File: src/tljq_pkg.sv
// ----------------------------------------------------------------------------
// tljq_pkg
// Shared types and constants of the two-level job queue: item kinds,
// controller command and datapath status groups.
// ----------------------------------------------------------------------------
package tljq_pkg;

    localparam int IMM_DEPTH_DEF = 64;
    localparam int STD_DEPTH_DEF = 64;

    // submit target code for the immediate queue
    localparam logic TARGET_IMM = 1'b1;

    localparam logic [15:0] COUNT_MAX = 16'hFFFF;

    typedef enum logic [1:0] {
        KIND_SUBMIT   = 2'd0,
        KIND_TAKE     = 2'd1,
        KIND_PRIO     = 2'd2,
        KIND_COMPLETE = 2'd3
    } kind_t;

    // controller to datapath
    typedef struct packed {
        logic latch;
        logic submit;
        logic complete;
        logic take_read;
        logic take_capture;
        logic pr_start;
        logic pr_next_queue;
        logic read_p;
        logic read_front;
        logic save_p;
        logic save_front;
        logic write_front;
        logic write_p;
        logic adv_p;
        logic adv_front;
        logic load_out;
    } cmd_t;

    // datapath to controller
    typedef struct packed {
        kind_t kind;
        logic  imm_empty;
        logic  std_empty;
        logic  cur_imm;
        logic  p_at_end;
        logic  match;
        logic  front_eq_p;
    } status_t;

endpackage

File: src/tljq_ctrl.sv
// ----------------------------------------------------------------------------
// tljq_ctrl
// Sequencer of the job queue: runs one item at a time through submit, take,
// the prioritize walk and complete, and owns the result valid flag.
// ----------------------------------------------------------------------------
module tljq_ctrl (
    input  logic              clk,
    input  logic              rst_n,
    input  logic              in_valid,
    output logic              in_stall,
    output logic              out_valid,
    input  logic              out_stall,
    input  tljq_pkg::status_t sts,
    output tljq_pkg::cmd_t    cmd
);

    typedef enum logic [7:0] {
        S_IDLE   = 8'b0000_0001,
        S_EXEC   = 8'b0000_0010,
        S_TAKE   = 8'b0000_0100,
        S_PR_ADR = 8'b0000_1000,
        S_PR_CHK = 8'b0001_0000,
        S_PR_FRD = 8'b0010_0000,
        S_PR_W2  = 8'b0100_0000,
        S_DONE   = 8'b1000_0000
    } state_t;

    state_t state_reg, state_next;
    logic   out_valid_reg, out_valid_next;

    assign in_stall  = (state_reg != S_IDLE);
    assign out_valid = out_valid_reg;

    // next state and commands
    always_comb
    begin
        state_next = state_reg;
        cmd        = '0;
        unique case (state_reg)
            S_IDLE:
            begin
                if (in_valid)
                begin
                    cmd.latch  = 1'b1;
                    state_next = S_EXEC;
                end
            end
            S_EXEC:
            begin
                unique case (sts.kind)
                    tljq_pkg::KIND_SUBMIT:
                    begin
                        cmd.submit = 1'b1;
                        state_next = S_DONE;
                    end
                    tljq_pkg::KIND_COMPLETE:
                    begin
                        cmd.complete = 1'b1;
                        state_next   = S_DONE;
                    end
                    tljq_pkg::KIND_TAKE:
                    begin
                        if (sts.imm_empty && sts.std_empty)
                        begin
                            state_next = S_DONE;
                        end
                        else
                        begin
                            cmd.take_read = 1'b1;
                            state_next    = S_TAKE;
                        end
                    end
                    tljq_pkg::KIND_PRIO:
                    begin
                        cmd.pr_start = 1'b1;
                        state_next   = S_PR_ADR;
                    end
                    default:
                    begin
                        state_next = S_DONE;
                    end
                endcase
            end
            S_TAKE:
            begin
                cmd.take_capture = 1'b1;
                state_next       = S_DONE;
            end
            S_PR_ADR:
            begin
                if (sts.p_at_end)
                begin
                    if (sts.cur_imm)
                    begin
                        cmd.pr_next_queue = 1'b1;
                    end
                    else
                    begin
                        state_next = S_DONE;
                    end
                end
                else
                begin
                    cmd.read_p = 1'b1;
                    state_next = S_PR_CHK;
                end
            end
            S_PR_CHK:
            begin
                if (sts.match && sts.front_eq_p)
                begin
                    cmd.adv_p     = 1'b1;
                    cmd.adv_front = 1'b1;
                    state_next    = S_PR_ADR;
                end
                else if (sts.match)
                begin
                    cmd.save_p     = 1'b1;
                    cmd.read_front = 1'b1;
                    state_next     = S_PR_FRD;
                end
                else
                begin
                    cmd.adv_p  = 1'b1;
                    state_next = S_PR_ADR;
                end
            end
            S_PR_FRD:
            begin
                cmd.save_front  = 1'b1;
                cmd.write_front = 1'b1;
                state_next      = S_PR_W2;
            end
            S_PR_W2:
            begin
                cmd.write_p   = 1'b1;
                cmd.adv_p     = 1'b1;
                cmd.adv_front = 1'b1;
                state_next    = S_PR_ADR;
            end
            S_DONE:
            begin
                if (!out_valid_reg || !out_stall)
                begin
                    cmd.load_out = 1'b1;
                    state_next   = S_IDLE;
                end
            end
            default:
            begin
                state_next = S_IDLE;
            end
        endcase
    end

    // result valid flag
    always_comb
    begin
        out_valid_next = out_valid_reg;
        if (cmd.load_out)
        begin
            out_valid_next = 1'b1;
        end
        else if (!out_stall)
        begin
            out_valid_next = 1'b0;
        end
    end

    always_ff @(posedge clk or negedge rst_n)
    begin
        if (!rst_n)
        begin
            state_reg     <= S_IDLE;
            out_valid_reg <= 1'b0;
        end
        else
        begin
            state_reg     <= state_next;
            out_valid_reg <= out_valid_next;
        end
    end

    // an accepted item always starts execution
    a_accept_exec: assert property (@(posedge clk) disable iff (!rst_n)
        (in_valid && !in_stall) |=> (state_reg == S_EXEC))
        else $error("accepted item did not start execution");

    // a finished result reaches the output register
    a_done_load: assert property (@(posedge clk) disable iff (!rst_n)
        (state_reg == S_DONE && (!out_valid_reg || !out_stall)) |=> out_valid_reg)
        else $error("finished result not presented");

    // a waiting result is never overwritten
    a_no_overwrite: assert property (@(posedge clk) disable iff (!rst_n)
        (out_valid_reg && out_stall) |-> !cmd.load_out)
        else $error("result overwritten while stalled");

endmodule

File: config.mk
export PLATFORM = sky130hd
export DESIGN_NAME = tljq_ctrl
export DESIGN_NICKNAME = d
export VERILOG_FILES = /design/src/tljq_pkg.sv /design/src/tljq_ctrl.sv
export SDC_FILE = /design/constraint.sdc
export NUM_CORES = 1
export LEC_CHECK = 0
export BUFFER_PORTS_ARGS = -buffer_cell sky130_fd_sc_hd__buf_2
export CAP_MARGIN = 15
export CORE_UTILIZATION = 27
export CTS_CLUSTER_DIAMETER = 40
export CTS_CLUSTER_SIZE = 40
export DETAILED_ROUTE_END_ITERATION = 10
export GPL_ROUTABILITY_DRIVEN = 0
export SLEW_MARGIN = 10
export SYNTH_ARGS = -nofsm -noshare
export SYNTH_HDL_FRONTEND = slang
export SYNTH_SLANG_ARGS = --single-unit
File: constraint.sdc
create_clock -name clk -period 2.4 [get_ports clk]
set_input_delay 0.48 -clock clk [delete_from_list [all_inputs] [get_ports clk]]
set_output_delay 0.48 -clock clk [all_outputs]
set_load 0.05 [all_outputs]
==> flow_metrics.env <==
export IMPL_status="finished, final reports clean"
export IMPL_synth_area_sq_um=648
export IMPL_timing_fmax_ghz=0.434
export IMPL_core_area_sq_mm=0.00223
export IMPL_ir_worst_vdd_mv=0.571
export IMPL_p_int_uw=374
export IMPL_crit_fanout=6
export IMPL_layout_commonest_cell="buf_2"
export IMPL_comb_power_share_pct=49.9
export IMPL_finClkSkew_ns=0.00451
export IMPL_critical_path_max_stage_delay_ns=0.45
export IMPL_ctsHtreeMaxLevel=1
export IMPL_grt_setup_unrepaired="false"
export IMPL_nets=118
export IMPL_vias_per_cell=5.02
export IMPL_sw_frac_of_total_pct=45.7
export IMPL_yosysWarningCount=0
export IMPL_syn_num_nets=82
export IMPL_wl_per_cell_um=12.2
export IMPL_grt_max_degree=10
export IMPL_seq_area_frac_synth_pct=34.9
export IMPL_setup_worst_path_end_class="output pin"
export IMPL_met2WireLength_um=834
export IMPL_whs_ns=0.0663
export IMPL_setup_worst_path_start_class="flip-flop"
export IMPL_leakage_uw=0.000465
export IMPL_synthToLayoutAreaGrowth_pct=40.9
export IMPL_cp_num_buf_inv=1
export IMPL_ys_ff_latch=9
export IMPL_worst_slack_ns=0.0973
export IMPL_drt_met1_wl_um=671
export IMPL_cts_sinks=9
export IMPL_rows=17
export IMPL_period_share_pct=95.9
export IMPL_layout_common_cells="buf_2 (26), nor2_1 (6), dfrtp_1 (6), buf_4 (6), nand2_1 (5)"
export IMPL_power_switching_uw=314
export IMPL_ios=30
export IMPL_numCtsBuffers=3
export IMPL_dpl_cell_area_sq_um=836
export IMPL_firstDrtPassIters=5
export IMPL_final_area_sq_um=913
export IMPL_grt_use_total_pct=12.3
export IMPL_path_depth=4
export IMPL_initial_core_util_pct=29.0
export IMPL_cts_root_buf="clkbuf_4"
export IMPL_drc=0
export IMPL_avgSynthCellArea_sq_um=9.26
export IMPL_dieWidth_um=51.0
export IMPL_grt_antenna_before_repair=0
export IMPL_clk_path_buf_depth=2
export IMPL_r2r_worst_path_cells=5
export IMPL_place_hpwl_um=1240
export IMPL_wl_met3_um=112
export IMPL_slew_headroom_pct=81.0
export IMPL_reg2reg_slack_ns=0.63
export IMPL_grt_pass1_wl_um=2370
export IMPL_drt_total_wl_um=1620
export IMPL_ant_nets=0
export IMPL_preCtsSetupSlack_ns=0.215
export IMPL_clkPwrFrac_pct=17.3
export IMPL_hold_path_class="input port to async pin"
export IMPL_seq_area_sq_um=229
export IMPL_ctsHoldBuffers=0
export IMPL_path_class="flip-flop to output pin"
export IMPL_cp_arrival_ns=1.82
export IMPL_setup_violations=0
export IMPL_power_frac_seq_pct=32.8
export IMPL_cp_top_family="simple AND/OR/NAND/NOR gates"
export IMPL_clk_pin_slew_ns=0.06
export IMPL_cts_tree="built"
export IMPL_critPathRequiredTime_ns=1.92
export IMPL_tightest_slew_ns=0.283
export IMPL_port_buffers=29
export IMPL_dr_first_iter_drc_count=3
export IMPL_path_cells="nor4_4, and4b_1, and3b_1, buf_2"
export IMPL_largest_reg_flops=8
export IMPL_top_layer_used="met3"
export IMPL_r2r_start="state_reg[2]"
export IMPL_grt_ovfl_total=0
export IMPL_drive_above_1_share_pct=51.4
export IMPL_cp_slowest_cell="dfrtp_1"
export IMPL_syn_inst=70
export IMPL_r2r_end="state_reg[0]"
export IMPL_post_route_min_period_ns=2.30
export IMPL_vias=667
export IMPL_nFillCells=242
export IMPL_grt_pass1_vias=570
export IMPL_ys_types=36
export IMPL_n_antenna_cell=0
export IMPL_clk_latency_ns=0.26
export IMPL_drv_cap=0
export IMPL_die_height_um=51.0
export IMPL_multi_input_area_sq_um=420
export IMPL_setup_worst_path_start="state_reg[3]"
export IMPL_slew_viol_final=0
export IMPL_power_density_mw_per_mm2=754
export IMPL_hold_violations=0
export IMPL_dieArea_sq_mm=0.00260
[power by group through the flow]
stage	logic [uW]	registers, uW	clock network [uW]
finish	344	226	119
global route	367	229	130
CTS	313	223	123
detailed placement	307	226	0
global placement	301	225	0
floorplan	230	226	0
[kinds of logic after synthesis]
family,Yosys count,share of synthesized area [%]
simple gates,41,43.6
compound gates,13,13.7
flops,9,34.9
buf+inv,5,4.82
xor+xnor,1,1.35
mux,1,1.54
[Yosys cell counts]
cell type	n	area share, %
o21bai_1	1	1.2
or3_1	1	0.97
a31oi_1	1	0.97
nor2b_1	3	2.9
nor2_1	7	4.1
clkinv_2	1	0.77
and4b_1	1	1.5
and3_1	3	2.9
o21ai_1	1	0.77
a2111o_1	1	1.7
o21ai_0	1	0.77
nor3_1	2	1.5
mux2i_1	1	1.5
dfstp_2	1	4.1
nor3b_1	3	3.5
dfrtp_1	8	31
nand2b_1	2	1.9
nor4_4	1	3.3
buf_4	3	3.5
nand3_1	1	0.77
o21ai_2	1	1.4
a21oi_1	3	2.3
and3b_1	1	1.4
nand2_1	5	2.9
nand4b_1	3	4.1
a211o_1	1	1.4
nand3b_1	1	1.2
xor2_1	1	1.4
or3_4	1	1.7
o22ai_1	2	1.9
and2_1	1	0.97
and4b_2	3	5.2
o221ai_1	1	1.4
nand2_2	1	0.97
nor4_2	1	1.9
inv_1	1	0.58
[layout make-up]
class	instances	share of cell area [%]
sequential	9	25.1
tap	28	3.84
multi-input combinational	56	46.0
inverter	2	0.959
timing repair buffer	34	21.2
clock buffer	4	2.88
[worst max-delay path by stage]
stage / to / slack [ns]
finish: cmd[10] / 0.1
global route: cmd[0] / 0.003
CTS: cmd[9] / 0.007
detailed placement: cmd[9] / 0.21
global placement: cmd[9] / 0.25
floorplan: cmd[15] / -0.23
[what timing repair did]
item / in CTS / in global routing
setup endpoints to repair: 2 / 7
gates resized for setup: 2 / 7
pin swaps: 1 / 4
setup buffers: 0 / 3
[per-layer routing]
metal | global-route usage (%) | up-vias
li1 | - | 329
met1 | 13.7 | 315
met2 | 21.1 | 23
met3 | 5.36 | 0
met4 | 3.24 | 0
met5 | 0 | -
[per-stage QoR]
step | utilization, % | TNS, ns | instances | total power (uW)
global route | 40.9 | 0 | 133 | 727
detailed placement | 37.4 | 0 | 126 | 533
CTS | 38.8 | 0 | 130 | 659
floorplan | - | -0.233 | 70 | 456
finish | 40.9 | 0 | 133 | 688
global placement | 37.4 | 0 | 126 | 526
Note: power is estimated with default switching activity, not from simulation.
